## config.mk

```make
export PLATFORM = sky130hd
export DESIGN_NAME = sven_mul
export DESIGN_NICKNAME = d
export VERILOG_FILES = /design/src/rtl/sven_pkg.sv /design/src/rtl/sven_mul.sv
export SDC_FILE = /design/constraint.sdc
export NUM_CORES = 2
export LEC_CHECK = 0
export BUFFER_PORTS_ARGS = -buffer_cell sky130_fd_sc_hd__buf_2
export CAP_MARGIN = 20
export CORE_MARGIN = 8
export CORE_UTILIZATION = 30
export DETAILED_ROUTE_END_ITERATION = 16
export PLACE_DENSITY = 0.49
export RECOVER_POWER = 25
export SLEW_MARGIN = 20
export SYNTH_ARGS = -nofsm -noshare
export SYNTH_HDL_FRONTEND = slang
export SYNTH_SLANG_ARGS = --single-unit
```

## constraint.sdc

```tcl
create_clock -name clk_i -period 7.7 [get_ports clk_i]
set_input_delay 0.77 -clock clk_i [delete_from_list [all_inputs] [get_ports clk_i]]
set_output_delay 0.77 -clock clk_i [all_outputs]
set_load 0.01 [all_outputs]
```

## src/rtl/sven_pkg.sv

```systemverilog
// ----------------------------------------------------------------------------
// sven_pkg: shared types and constants of the smooth vertex normal engine
// Item structs, op codes, register indexes and widths of the shared units.
// ----------------------------------------------------------------------------
package sven_pkg;

  // Widths fixed by the item fields
  localparam int COORD_BITS = 16;
  localparam int IDX_BITS   = 10;
  localparam int VCNT_BITS  = 11;
  localparam int LEN_BITS   = 32;
  localparam int NORM_BITS  = 16;

  // Defaults for the top level parameters
  localparam int MAX_VERTICES_DEF = 1024;
  localparam int SUM_BITS_DEF     = 48;

  // Edge and face normal widths
  localparam int EDGE_BITS = COORD_BITS + 1;
  localparam int FACE_BITS = 2 * COORD_BITS + 3;

  // Shared multiplier
  localparam int MUL_BITS  = 33;
  localparam int PROD_BITS = 2 * MUL_BITS;

  // Shared root / divide unit
  localparam int RD_BITS          = 52;
  localparam int RD_CNT_BITS      = 5;
  localparam int ROOT_STEPS       = 26;
  localparam int DIV_STEPS        = 15;
  localparam int ROOT_START_SHIFT = RD_BITS - 2;
  localparam int DIV_SHIFT        = 14;
  localparam int ROOT_BITS        = 26;

  // Op codes
  localparam logic [1:0] OP_LOAD  = 2'd0;
  localparam logic [1:0] OP_TRI   = 2'd1;
  localparam logic [1:0] OP_QUERY = 2'd2;

  // Register indexes
  localparam logic CFG_VCOUNT = 1'b0;
  localparam logic CFG_MINLEN = 1'b1;

  localparam logic [LEN_BITS-1:0]         MINLEN_RESET = 32'd429497;
  localparam logic signed [NORM_BITS-1:0] UNIT_ONE     = 16'sd16384;

  typedef struct packed {
    logic [1:0]                   op;
    logic [IDX_BITS-1:0]          vertex_index;
    logic signed [COORD_BITS-1:0] coord_x;
    logic signed [COORD_BITS-1:0] coord_y;
    logic signed [COORD_BITS-1:0] coord_z;
    logic [IDX_BITS-1:0]          corner_a;
    logic [IDX_BITS-1:0]          corner_b;
    logic [IDX_BITS-1:0]          corner_c;
  } in_item_t;

  typedef struct packed {
    logic                        status;
    logic signed [NORM_BITS-1:0] normal_x;
    logic signed [NORM_BITS-1:0] normal_y;
    logic signed [NORM_BITS-1:0] normal_z;
    logic                        used_default;
  } out_item_t;

  typedef struct packed {
    logic start;
    logic sqrt_mode;
  } rd_ctrl_t;

  typedef struct packed {
    logic busy;
    logic done;
  } rd_stat_t;

endpackage

```

## src/rtl/sven_mul.sv

```systemverilog
// ----------------------------------------------------------------------------
// sven_mul: shared signed multiplier
// One registered signed product per cycle while en_i is high, for cross products and squares.
// ----------------------------------------------------------------------------
module sven_mul (
  input  logic                                  clk_i,
  input  logic                                  en_i,
  input  logic signed [sven_pkg::MUL_BITS-1:0]  a_i,
  input  logic signed [sven_pkg::MUL_BITS-1:0]  b_i,
  output logic signed [sven_pkg::PROD_BITS-1:0] prod_o
);

  logic signed [sven_pkg::PROD_BITS-1:0] prod_q;

  // Register the product
  always_ff @(posedge clk_i) begin
    if (en_i) begin
      prod_q <= a_i * b_i;
    end
  end

  assign prod_o = prod_q;

endmodule

```

==> run metrics <==
number of flip-flops in the largest register=66; CP arrival=~7.8 ns; H-tree level count=3; Iteration-0 DRC Markers=1,182; FF+latch area=around 2000 um^2; Slew Viols, Final=57; CTS Buf Count=9; Post-synth EDFFs=66; Rows=about 140; CTS Root Cell=clkbuf_16; final worst slack=0.156 ns; Via Count=approximately 30,000; Cell Count, Final, Fillers Out=6,516; Final ANT Viol Nets=0; Die Height=between 300 and 400 um; drt wl/cell=between 15 and 20 um; final wirelength=123,000 um; Crit. End Element=flip-flop; Top Ports=between 100 and 150; P&R area growth vs syn=16.8%; I/O Buffers=roughly 130; vias per std cell=4.54; Cell Area, Synth=~41,000 um^2; Final #Nets=6,141; HPWL after detailed placement=roughly 110,000 um; TritonCTS clock tree=yes; crit path max fanout=17; total grt overflow=0; Final Hold Violating Endpoints=0; placed insts=around 6,500; Worst Setup Start Kind=input port; Async SR Flop Fraction=0; Final Cycle Share=0.980; DRC=0; vias in the first global route=33,458; area of the multi-input gates=35,000 um^2; synthesized instance count=4,338; max_cap viols=1; share of cells above drive strength 1=0.159; Least-Margin Pin Slew=approximately 3.6 ns; Max Fclk=roughly 130 MHz; Initial Utilization=0.302; #FFs+latches synth=66; Syn Area/Cell=9.54 um^2; Clk pin slew, worst setup/hold paths=roughly 0.070 ns; Pre-Repair DR Iteration Count=7; die area=roughly 150,000 um^2; status=finished, violations left; dpl ws=-0.695 ns; routability-driven placement congestion ratio=around 0.85; Worst Setup SP=b_i[9]; commonest non-fill, non-tap cell in the layout=inv_1; min Tclk post-route=approximately 7.5 ns; Final Setup Violations=0; initial antenna violation count=10; synth unique cells=80; largest net degree at the start of global routing=57; Clock Sinks=66; Slew headroom=-1.38; dominant synthesized flop cell=edfxtp_1; Ys Warns=0; Hold WC Path Type=in -> reg; # fillers=14,259; Bufs on Longest Clock Path=2; Die Wd=between 300 and 400 um; first-pass GRT wire length=between 150,000 and 200,000 um; Critical Path End=prod_o[63]; failing checks=max-capacitance violations, max-slew violations; leading cell types in the layout, fill and taps excluded=inv_1, fa_1, and2_1; Core Area=roughly 140,000 um^2; Critical Path RT=7.96 ns; GRT Util Overall=0.166; setup TNS=0 ns; CP Class=in -> reg; Synth Net Count=~5,800; register area share after synthesis=0.0479
repair_timing:
| item | in CTS | in global routing |
|---|---|---|
| cloned | 0 | 0 |
| buffers inserted | 2 | 23 |
| endpoints found under the setup margin | 20 | 33 |
| hold buffers | 0 | 0 |
| pin swaps | 8 | 94 |
| gates resized for setup | 35 | 211 |
how the worst min path moves through the flow:
stage                     start    endpoint  slack (ns)  cells past startpoint
final                      en_i  prod_o[13]        0.90                      1
after floorplan            en_i   prod_o[0]        0.88                      0
after global routing       en_i   prod_o[6]        0.90                      1
after CTS                  en_i  prod_o[13]        0.66                      1
after detailed placement   en_i   prod_o[5]        1.09                      1
after global placement     en_i  prod_o[13]        1.09                      1
layer usage:
| metal | global-route usage | wire length [um] |
|---|---|---|
| met3 | 0.0171 | 3380 |
| met5 | 0 | 26 |
| met4 | 0.0494 | 4400 |
| met1 | 0.192 | 46600 |
| met2 | 0.322 | 68900 |
layout make-up:
| type | count | share of cell area |
|---|---|---|
| clock inverter | 6 | 0.000906 |
| sequential | 66 | 0.0410 |
| antenna | 6 | 0.000311 |
| clock buffer | 10 | 0.00474 |
| timing repair buffer | 583 | 0.0945 |
| multi-input combinational | 2920 | 0.724 |
| inverter | 1131 | 0.0880 |
| tap | 1794 | 0.0464 |
stage by stage:
stage	hold slack, ns	instance area (um^2)	util
after detailed placement	1.09	46900	0.342
after global routing	0.896	48300	0.352
after global placement	1.09	46900	0.342
final	0.897	48300	0.352
after floorplan	0.882	41400	-
after CTS	0.662	47300	0.345
synthesized netlist by cell type, drive strengths merged (6+ instances only):
cell type  count  share of area
a211o          6         0.0013
a211oi        11         0.0027
a21o          38         0.0070
a21oi         61         0.0079
a31oi          9         0.0015
and2         563          0.085
and3           6         0.0010
buf           13         0.0017
clkbuf       208          0.019
edfxtp        66          0.048
fa          1145           0.55
ha           217          0.066
inv         1131           0.10
nand2        551          0.050
nand2b        12         0.0018
nand3         26         0.0033
nand4         12         0.0020
nor2          68         0.0062
nor3           7        0.00085
o21a           6         0.0011
o21ai         33         0.0042
o21bai        11         0.0020
o31ai          7         0.0025
xnor2         43         0.0091
xor2          25         0.0053
critical path, stage by stage:
cell and delay, ns:
buf_4 0.19, buf_4 0.16, and2_1 0.14, fa_1 0.50
fa_1 0.56, inv_1 0.08, fa_1 0.52, fa_1 0.51
inv_1 0.05, fa_1 0.59, fa_1 0.44, fa_1 0.49
inv_1 0.05, fa_1 0.55, inv_1 0.09, ha_4 0.29
buf_4 0.14, and4_4 0.24, buf_4 0.11, nand4_1 0.15
o31ai_4 0.34, buf_12 0.16, a21oi_4 0.06, buf_12 0.14
or3b_1 0.37, nand3_1 0.08
cell families (layout without fill, tap and decap cells):
group / Yosys count / count (layout) / synth area share
AO/OA/AOI/OAI: 219 / 219 / 0.0400
XOR/XNOR: 68 / 68 / 0.0144
adder cells (fa/ha/maj): 1362 / 1362 / 0.619
buffers and inverters: 1352 / 1730 / 0.123
flip-flops: 66 / 66 / 0.0479
other: 0 / 6 / 0
AND/OR/NAND/NOR: 1271 / 1271 / 0.155
Power is not shown: default switching activity piles up to over one toggle a cycle in this logic, so the estimate is an artifact.
