[config.mk]
export PLATFORM = sky130hd
export DESIGN_NAME = sven_rootdiv
export DESIGN_NICKNAME = d
export VERILOG_FILES = /design/src/rtl/sven_pkg.sv /design/src/rtl/sven_rootdiv.sv
export SDC_FILE = /design/constraint.sdc
export NUM_CORES = 1
export LEC_CHECK = 0
export BUFFER_PORTS_ARGS = -buffer_cell sky130_fd_sc_hd__buf_4
export CAP_MARGIN = 20
export CORE_MARGIN = 5
export CORE_UTILIZATION = 45
export CTS_BUF_LIST = sky130_fd_sc_hd__clkbuf_8
export CTS_CLUSTER_DIAMETER = 200
export DETAILED_ROUTE_END_ITERATION = 10
export SLEW_MARGIN = 20
export SYNTH_ARGS = -nofsm -noshare
export SYNTH_HDL_FRONTEND = slang
export SYNTH_SLANG_ARGS = --single-unit
export TNS_END_PERCENT = 30
[constraint.sdc]
create_clock -name clk_i -period 9.4 [get_ports clk_i]
set_input_delay 0 -clock clk_i [delete_from_list [all_inputs] [get_ports clk_i]]
set_output_delay 0 -clock clk_i [all_outputs]
set_load 0.01 [all_outputs]
[src/rtl/sven_pkg.sv]
// ----------------------------------------------------------------------------
// sven_pkg: shared types and constants of the smooth vertex normal engine
// Item structs, op codes, register indexes and widths of the shared units.
// ----------------------------------------------------------------------------
package sven_pkg;

  // Widths fixed by the item fields
  localparam int COORD_BITS = 16;
  localparam int IDX_BITS   = 10;
  localparam int VCNT_BITS  = 11;
  localparam int LEN_BITS   = 32;
  localparam int NORM_BITS  = 16;

  // Defaults for the top level parameters
  localparam int MAX_VERTICES_DEF = 1024;
  localparam int SUM_BITS_DEF     = 48;

  // Edge and face normal widths
  localparam int EDGE_BITS = COORD_BITS + 1;
  localparam int FACE_BITS = 2 * COORD_BITS + 3;

  // Shared multiplier
  localparam int MUL_BITS  = 33;
  localparam int PROD_BITS = 2 * MUL_BITS;

  // Shared root / divide unit
  localparam int RD_BITS          = 52;
  localparam int RD_CNT_BITS      = 5;
  localparam int ROOT_STEPS       = 26;
  localparam int DIV_STEPS        = 15;
  localparam int ROOT_START_SHIFT = RD_BITS - 2;
  localparam int DIV_SHIFT        = 14;
  localparam int ROOT_BITS        = 26;

  // Op codes
  localparam logic [1:0] OP_LOAD  = 2'd0;
  localparam logic [1:0] OP_TRI   = 2'd1;
  localparam logic [1:0] OP_QUERY = 2'd2;

  // Register indexes
  localparam logic CFG_VCOUNT = 1'b0;
  localparam logic CFG_MINLEN = 1'b1;

  localparam logic [LEN_BITS-1:0]         MINLEN_RESET = 32'd429497;
  localparam logic signed [NORM_BITS-1:0] UNIT_ONE     = 16'sd16384;

  typedef struct packed {
    logic [1:0]                   op;
    logic [IDX_BITS-1:0]          vertex_index;
    logic signed [COORD_BITS-1:0] coord_x;
    logic signed [COORD_BITS-1:0] coord_y;
    logic signed [COORD_BITS-1:0] coord_z;
    logic [IDX_BITS-1:0]          corner_a;
    logic [IDX_BITS-1:0]          corner_b;
    logic [IDX_BITS-1:0]          corner_c;
  } in_item_t;

  typedef struct packed {
    logic                        status;
    logic signed [NORM_BITS-1:0] normal_x;
    logic signed [NORM_BITS-1:0] normal_y;
    logic signed [NORM_BITS-1:0] normal_z;
    logic                        used_default;
  } out_item_t;

  typedef struct packed {
    logic start;
    logic sqrt_mode;
  } rd_ctrl_t;

  typedef struct packed {
    logic busy;
    logic done;
  } rd_stat_t;

endpackage

[src/rtl/sven_rootdiv.sv]
// ----------------------------------------------------------------------------
// sven_rootdiv: iterative square root and divide unit
// One compare and subtract per cycle: one result bit of root per step or
// one quotient bit per step.
// ----------------------------------------------------------------------------
module sven_rootdiv (
  input  logic                             clk_i,
  input  logic                             rst_ni,
  input  sven_pkg::rd_ctrl_t               ctrl_i,
  input  logic [sven_pkg::RD_BITS-1:0]     oper_i,
  input  logic [sven_pkg::RD_BITS-1:0]     divisor_i,
  output sven_pkg::rd_stat_t               stat_o,
  output logic [sven_pkg::RD_BITS-1:0]     result_o
);

  localparam int RW = sven_pkg::RD_BITS;

  logic [RW-1:0]                    acc_q, res_q, bit_q;
  logic [sven_pkg::RD_CNT_BITS-1:0] cnt_q;
  logic                             sqrt_q, busy_q, done_q;
  logic [RW-1:0]                    trial, diff;
  logic                             ge;

  // Trial value and shared compare / subtract
  always_comb begin
    trial = sqrt_q ? (res_q + bit_q) : bit_q;
    ge    = (acc_q >= trial);
    diff  = acc_q - trial;
  end

  // Step the iteration
  always_ff @(posedge clk_i or negedge rst_ni) begin
    if (!rst_ni) begin
      acc_q  <= '0;
      res_q  <= '0;
      bit_q  <= '0;
      cnt_q  <= '0;
      sqrt_q <= 1'b0;
      busy_q <= 1'b0;
      done_q <= 1'b0;
    end else begin
      done_q <= 1'b0;
      if (ctrl_i.start) begin
        acc_q  <= oper_i;
        res_q  <= '0;
        sqrt_q <= ctrl_i.sqrt_mode;
        bit_q  <= ctrl_i.sqrt_mode ? (RW'(1) << sven_pkg::ROOT_START_SHIFT)
                                   : (divisor_i << sven_pkg::DIV_SHIFT);
        cnt_q  <= ctrl_i.sqrt_mode ? sven_pkg::RD_CNT_BITS'(sven_pkg::ROOT_STEPS)
                                   : sven_pkg::RD_CNT_BITS'(sven_pkg::DIV_STEPS);
        busy_q <= 1'b1;
      end else if (busy_q) begin
        if (ge) begin
          acc_q <= diff;
        end
        if (sqrt_q) begin
          res_q <= (res_q >> 1) + (ge ? bit_q : '0);
          bit_q <= bit_q >> 2;
        end else begin
          res_q <= {res_q[RW-2:0], ge};
          bit_q <= bit_q >> 1;
        end
        cnt_q <= cnt_q - 1'b1;
        if (cnt_q == sven_pkg::RD_CNT_BITS'(1)) begin
          busy_q <= 1'b0;
          done_q <= 1'b1;
        end
      end
    end
  end

  assign stat_o.busy = busy_q;
  assign stat_o.done = done_q;
  assign result_o    = res_q;

endmodule

==> metrics.txt, run 1 <==
crit path DAT=9.36 ns; CTS root buf=clkbuf_8; Mapped Cells=2222; commonest cells after routing, fill and taps aside=a21oi_1 (279), nand2_1 (210), o21ai_0 (183), buf_4 (183), nor2_1 (179); met3 wire length=3680 µm; layout cells sized above 1=10.6%; max-cap violations=0; Worst Setup Start Kind=register; effective utilization at floorplan=45.6%; H-Tree Depth=4; Clock Tree Buf Depth=2; gr usage total=26.9%; critical path peak fanout=8; row cnt=71; DRT Pass-1 Iters=5; area growth from synthesis to layout=17.4%; pin count of the biggest net entering global routing=86; Final Max Tran Viols=0; status=finished clean; post-synthesis async set-or-reset flop share=100%; PD cells=231 nW/µm²; drt initial violations=1237; Slew headroom=27.1%; final worst path period need=8.91 ns; Antenna Nets Post-Route=0; r2r setup slk=0.49 ns; P_sw=2.27 mW; dpl hpwl=44100 µm; Hold Crit Class=input pin to async pin; PortBufs=147; reg-to-reg endpoint=result_o[44]; reg2reg path depth=31; most common cell after layout, fill and taps aside=a21oi_1; Finished Core Util=53.5%; RR Startpoint=result_o[6]; Tcrit/Tclk final=94.8%; post-synthesis sequential area ratio=24.0%; via count of the first global-routing pass=16200; Final Cell Area=20100 µm²; Crit. End Element=register; Post-DP Area=18600 µm²; full die area=42100 µm²; Die W=205 µm; Setup Viol. Count Final=0; DR vias/cell=5.92; #FFs+latches synth=164; clock network fraction of design power=13.0%; DP Worst Slack=0.448 ns; GPL Wtd Cong=0.941; max layer used=met4; cts bufs inserted=17; Worst-Skew Late Latency=0.54 ns; drt drc=0; Max IR drop VDD=0.163 mV; Worst Tran Pin Value=1.09 ns; Critical Path RT=9.85 ns; M1 wire length=28700 µm; Worst Setup SP=result_o[6]; mapped cell area=17100 µm²; Logic pwr share=64.5%; cell repeated most along the worst path=ha_1; crit path kind=register to register; Hold Fails Final Rpt=0; YS warnings=0; TritonCTS clock tree=built; Sw Share=48.8%; Setup TNS=0 ns; Setup Skew=0.0207 ns; ys flop type=dfrtp_1; max incr delay on CP=0.56 ns; Crit-path slowest cell=or4_1; CTS clk-pin slew, worst paths=0.10 ns; P_leak=9.32 nW; sequential share of power=22.6%; Net Count, Synth=2489; NumNets Final=2658; Int Pwr=2.38 mW; Die Y-Extent=205 µm; Routed Wire Length=57300 µm; grt total ovfl=0; clock sink count=164; RSZ-0062 raised after global routing=no; total I/O pin count=162; diode count=0; vias after detailed routing=17300; initial antenna violation count=0; post-synth cell types=84; first-pass GRT wire length=90100 µm; Post-synth EDFFs=0; Fmax achieved=112 MHz; Mean Syn Cell Area=7.71 µm²; Core Area=37600 µm²; DR WL/cell=19.7 µm; wire length on met2=23800 µm; setup bufs post-CTS=0; Setup WS post-layout=0.486 ns
[kinds of logic after synthesis]
kind of cell | after synthesis | synth area share [%]
flip-flops | 164 | 24.0
buffers and inverters | 195 | 4.59
AO/OA/AOI/OAI | 858 | 31.8
adder cells (fa/ha/maj) | 159 | 11.7
AND/OR/NAND/NOR | 665 | 18.3
XOR/XNOR | 136 | 6.95
multiplexers | 45 | 2.67
[what timing repair did]
item / in CTS / in global routing
hold buffers: 102 / 0
resized for setup: 0 / 3
setup endpoints to repair: 0 / 8
endpoints found under the hold margin: 163 / 0
[area by class of cell]
class                      count  area [µm²]
clock buffer                  20         275
clock inverter                12         176
fill                        3570       17500
inverter                      59         221
multi-input combinational   1863       12300
sequential                   164        4110
tap                          511         639
timing repair buffer         286        2410
[critical path, delay by kind of cell (launching register included)]
family,cells,cell delay (ns)
buf+inv,1,0.06
simple gates,9,2.06
fa+ha+maj,4,1.35
flops,1,0.45
xor+xnor,1,0.10
compound gates,16,4.78
[through the flow]
| step | hold slack (ns) | power (mW) | instances |
|---|---|---|---|
| after floorplan | -0.296 | 3.23 | 2222 |
| after global placement | 0.0588 | 3.98 | 2781 |
| after detailed placement | 0.0620 | 3.98 | 2781 |
| after CTS | 0.0318 | 4.64 | 2915 |
| after global routing | 0.0624 | 5.03 | 2915 |
| final | 0.0227 | 4.65 | 2915 |
[worst max-delay path by stage]
stage | end | slack, ns | cells past startpoint
2_1_floorplan | result_o[44] | 1.64 | 35
3_3_place_gp | result_o[44] | 0.62 | 33
5_1_grt | result_o[44] | 0.007 | 31
3_5_place_dp | result_o[44] | 0.45 | 33
4_1_cts | result_o[44] | 0.38 | 33
6_report | result_o[44] | 0.49 | 31
[flip-flops by register name (all words and copies together), names as in the netlist]
signal	cells
cnt_q	5
bit_q	52
busy_q	1
done_q	1
sqrt_q	1
acc_q	52
result_o	52
[synthesized netlist by cell type (7+ instances only)]
cell type / count / share of area (%)
nand4_1: 34 / 1.2
xnor2_1: 80 / 4.1
a21o_1: 73 / 3.2
o211ai_1: 10 / 0.44
nor3_1: 19 / 0.56
nor2b_1: 92 / 3.4
o31ai_1: 13 / 0.57
dfrtp_1: 164 / 24
mux2i_1: 40 / 2.3
o21bai_1: 35 / 1.5
nand2_1: 210 / 4.6
and3_1: 20 / 0.73
o21ai_0: 184 / 5.4
buf_2: 19 / 0.56
nand3_1: 39 / 1.1
a21oi_1: 279 / 8.2
o21a_1: 21 / 0.92
xor2_1: 56 / 2.9
a211oi_1: 48 / 2.1
o221ai_1: 7 / 0.36
o22ai_1: 7 / 0.26
and2_1: 10 / 0.37
a311oi_1: 10 / 0.51
a31oi_1: 28 / 1.0
ha_1: 156 / 11
nand2b_1: 20 / 0.73
nor2_1: 184 / 4.0
clkbuf_1: 100 / 2.2
a22oi_1: 65 / 2.8
buf_1: 12 / 0.26
inv_1: 59 / 1.3
[power by group through the flow]
| stage | Sequential [mW] | Combinational (mW) | Clock [mW] |
|---|---|---|---|
| global placement | 1.06 | 2.92 | 0 |
| finish | 1.05 | 3.00 | 0.603 |
| CTS | 1.05 | 2.97 | 0.619 |
| global route | 1.07 | 3.32 | 0.649 |
| floorplan | 0.988 | 2.25 | 0 |
| detailed placement | 1.06 | 2.92 | 0 |
[layer usage]
metal	GRT usage, %	up-vias
met3	4.45	53
met5	0	-
met4	6.20	0
met1	41.3	8191
met2	39.3	505
li1	-	8506
Note: power is estimated with default switching activity, not from simulation.
==> inputs of run 2 (changes only) <==
--- a/config.mk
+++ b/config.mk
@@ -7,7 +7,8 @@
 export LEC_CHECK = 0
 export BUFFER_PORTS_ARGS = -buffer_cell sky130_fd_sc_hd__buf_4
 export CAP_MARGIN = 20
-export CORE_MARGIN = 5
+export CORE_ASPECT_RATIO = 0.75
+export CORE_MARGIN = 2
 export CORE_UTILIZATION = 45
 export CTS_BUF_LIST = sky130_fd_sc_hd__clkbuf_8
 export CTS_CLUSTER_DIAMETER = 200
==> run 2 against run 1 <==
Clock power decreased by 4.1%. Critical path depth is 4 higher. Non-clock buffer count rose by 33. Sequential power about the same. First-iteration DRC count is 15% higher. Clock-buffer cell count down 3. Design area is 1.2% higher. Total power is 0.63% higher. Critical path type unchanged. Critical endpoint is now result_o[39]. Highest routed layer unchanged.
==> metrics.txt, run 2 (synthesized netlist as in run 1, its figures left out) <==
Sw Share=49.5% (+0.74 points); Hold Crit Class=input pin to async pin; CTS clk-pin slew, worst paths=0.11 ns (about the same); dpl hpwl=43700 µm (-1.1%); Hold Fails Final Rpt=0 (unchanged); Logic pwr share=65.3% (+0.8 points); Int Pwr=2.36 mW (-0.83%); Worst Setup SP=result_o[6]; crit path DAT=9.31 ns (-0.05 ns); CTS root buf=clkbuf_8; most common cell after layout, fill and taps aside=a21oi_1; crit path kind=register to register; H-Tree Depth=4 (unchanged); via count of the first global-routing pass=16600 (+2.0%); Slew headroom=25.6% (-1.5 points); RR Startpoint=result_o[6]; P_sw=2.32 mW (+2.2%); total I/O pin count=162 (unchanged); Final Max Tran Viols=0 (unchanged); grt total ovfl=0 (unchanged); PD cells=230 nW/µm² (-0.56%); Core Area=37300 µm² (-0.68%); pin count of the biggest net entering global routing=82 (-4.7%); Crit-path slowest cell=a311oi_4; clock sink count=164 (unchanged); Multi-input gate area=12300 µm² (+0.13%); DR vias/cell=5.98 (+1.1%); DRT Pass-1 Iters=6 (+1); effective utilization at floorplan=45.9% (+0.31 points); sequential share of power=22.3% (-0.3 points); final worst path period need=8.88 ns (-0.0305 ns); gr usage total=29.1% (+2.2 points); max-cap violations=0 (unchanged); row cnt=61 (-14%); fillers=3597 (+0.76%); Antenna Nets Post-Route=0 (unchanged); Worst Setup Start Kind=register; Die W=229 µm (+12%); Fmax achieved=113 MHz (+0.34%); P_leak=9.51 nW (+2.0%); Setup TNS=0 ns (unchanged); vias after detailed routing=17600 (+2.0%); Clock Tree Buf Depth=2 (unchanged); Worst Tran Pin Value=1.11 ns (+0.0223 ns); Worst-Skew Late Latency=0.51 ns (-0.03 ns); critical path peak fanout=37 (+29); commonest cells after routing, fill and taps aside=a21oi_1 (277), buf_4 (214), nand2_1 (210); reg2reg path depth=35 (+13%); full die area=39700 µm² (-5.7%); crit path capture=result_o[39]; r2r setup slk=0.52 ns (+0.03 ns); max incr delay on CP=0.85 ns (+0.29 ns); clock network fraction of design power=12.4% (-0.6 points); drt drc=0 (unchanged); area growth from synthesis to layout=18.8%; first-pass GRT wire length=92100 µm (+2.2%); layout cells sized above 1=11.9% (+1.4 points); Overall Power=4.68 mW (+0.63%); Setup Skew=0.0162 ns (-0.00448 ns); cts bufs inserted=17 (unchanged); status=finished clean; PortBufs=147 (unchanged); GPL Wtd Cong=0.943 (+0.22%); Die Y-Extent=173 µm (-16%); Tcrit/Tclk final=94.5% (-0.32 points); Crit. End Element=register; drt initial violations=1425 (+15%); initial antenna violation count=0 (unchanged); RSZ-0062 raised after global routing=no; NumNets Final=2691 (+1.2%); TritonCTS clock tree=built; diode count=0 (unchanged); Routed Wire Length=58100 µm (+1.4%); Critical Path RT=9.83 ns (-0.02 ns); reg-to-reg endpoint=result_o[39]; DR WL/cell=19.8 µm (+0.53%); Sequential Area=4110 µm² (unchanged); Setup Viol. Count Final=0 (unchanged); Max IR drop VDD=0.130 mV (-21%)
## run 2: layout make-up
| type | count | area share (%) |
|---|---|---|
| Clock inverter | 15 | 0.830 |
| Tap cell | 504 | 3.10 |
| Clock buffer | 17 | 1.15 |
| Sequential cell | 164 | 20.2 |
| Multi-Input combinational cell | 1863 | 60.4 |
| Timing Repair Buffer | 319 | 13.2 |
| Inverter | 59 | 1.09 |
## run 2: critical path, delay by kind of cell (launching register included)
family	cells	cell delay (ns)
buf+inv	4	0.80
fa+ha+maj	3	1.08
xor+xnor	2	0.34
simple gates	7	1.47
compound gates	19	4.62
flops	1	0.45
## run 2: how the worst min path moves through the flow
stage,start,to,slack (ns),cells after the start
2_1_floorplan,rst_ni,acc_q[0],-0.30,0
5_1_grt,rst_ni,acc_q[2],0.07,2
3_3_place_gp,rst_ni,acc_q[2],0.03,1
3_5_place_dp,rst_ni,acc_q[2],0.03,1
4_1_cts,rst_ni,acc_q[5],0.05,2
6_report,rst_ni,acc_q[4],0.01,2
## run 2: power by group through the flow
stage | Sequential [mW] | Combinational (mW) | Clock, mW
detailed placement | 1.06 | 2.97 | 0
floorplan | 0.988 | 2.25 | 0
CTS | 1.05 | 3.02 | 0.591
global route | 1.07 | 3.40 | 0.617
global placement | 1.06 | 2.95 | 0
finish | 1.05 | 3.06 | 0.578
## run 2: timing repair
item                       4_1_cts  5_1_grt
resized for setup                0        8
hold endpoints to repair       160        0
hold buffers                   102        0
buffers inserted                 0        0
setup endpoints to repair        0       21
## run 2: per-stage QoR
| stage | instance area, µm² | hold slack [ns] | util [%] | setup slack (ns) | std cells |
|---|---|---|---|---|---|
| finish | 20300 | 0.0121 | 54.5 | 0.516 | 2941 |
| global route | 20300 | 0.0694 | 54.5 | 0.0270 | 2941 |
| detailed placement | 18900 | 0.0329 | 50.6 | 0.369 | 2806 |
| CTS | 20300 | 0.0480 | 54.4 | 0.310 | 2940 |
| global placement | 18900 | 0.0271 | 50.6 | 0.516 | 2806 |
| floorplan | 17100 | -0.296 | - | 1.64 | 2222 |
## run 2: layer usage
| metal | GRT usage (%) | wire, µm |
|---|---|---|
| met5 | 0 | 0 |
| met4 | 8.09 | 1410 |
| met3 | 3.22 | 2860 |
| met2 | 47.6 | 26800 |
| met1 | 40.6 | 27000 |
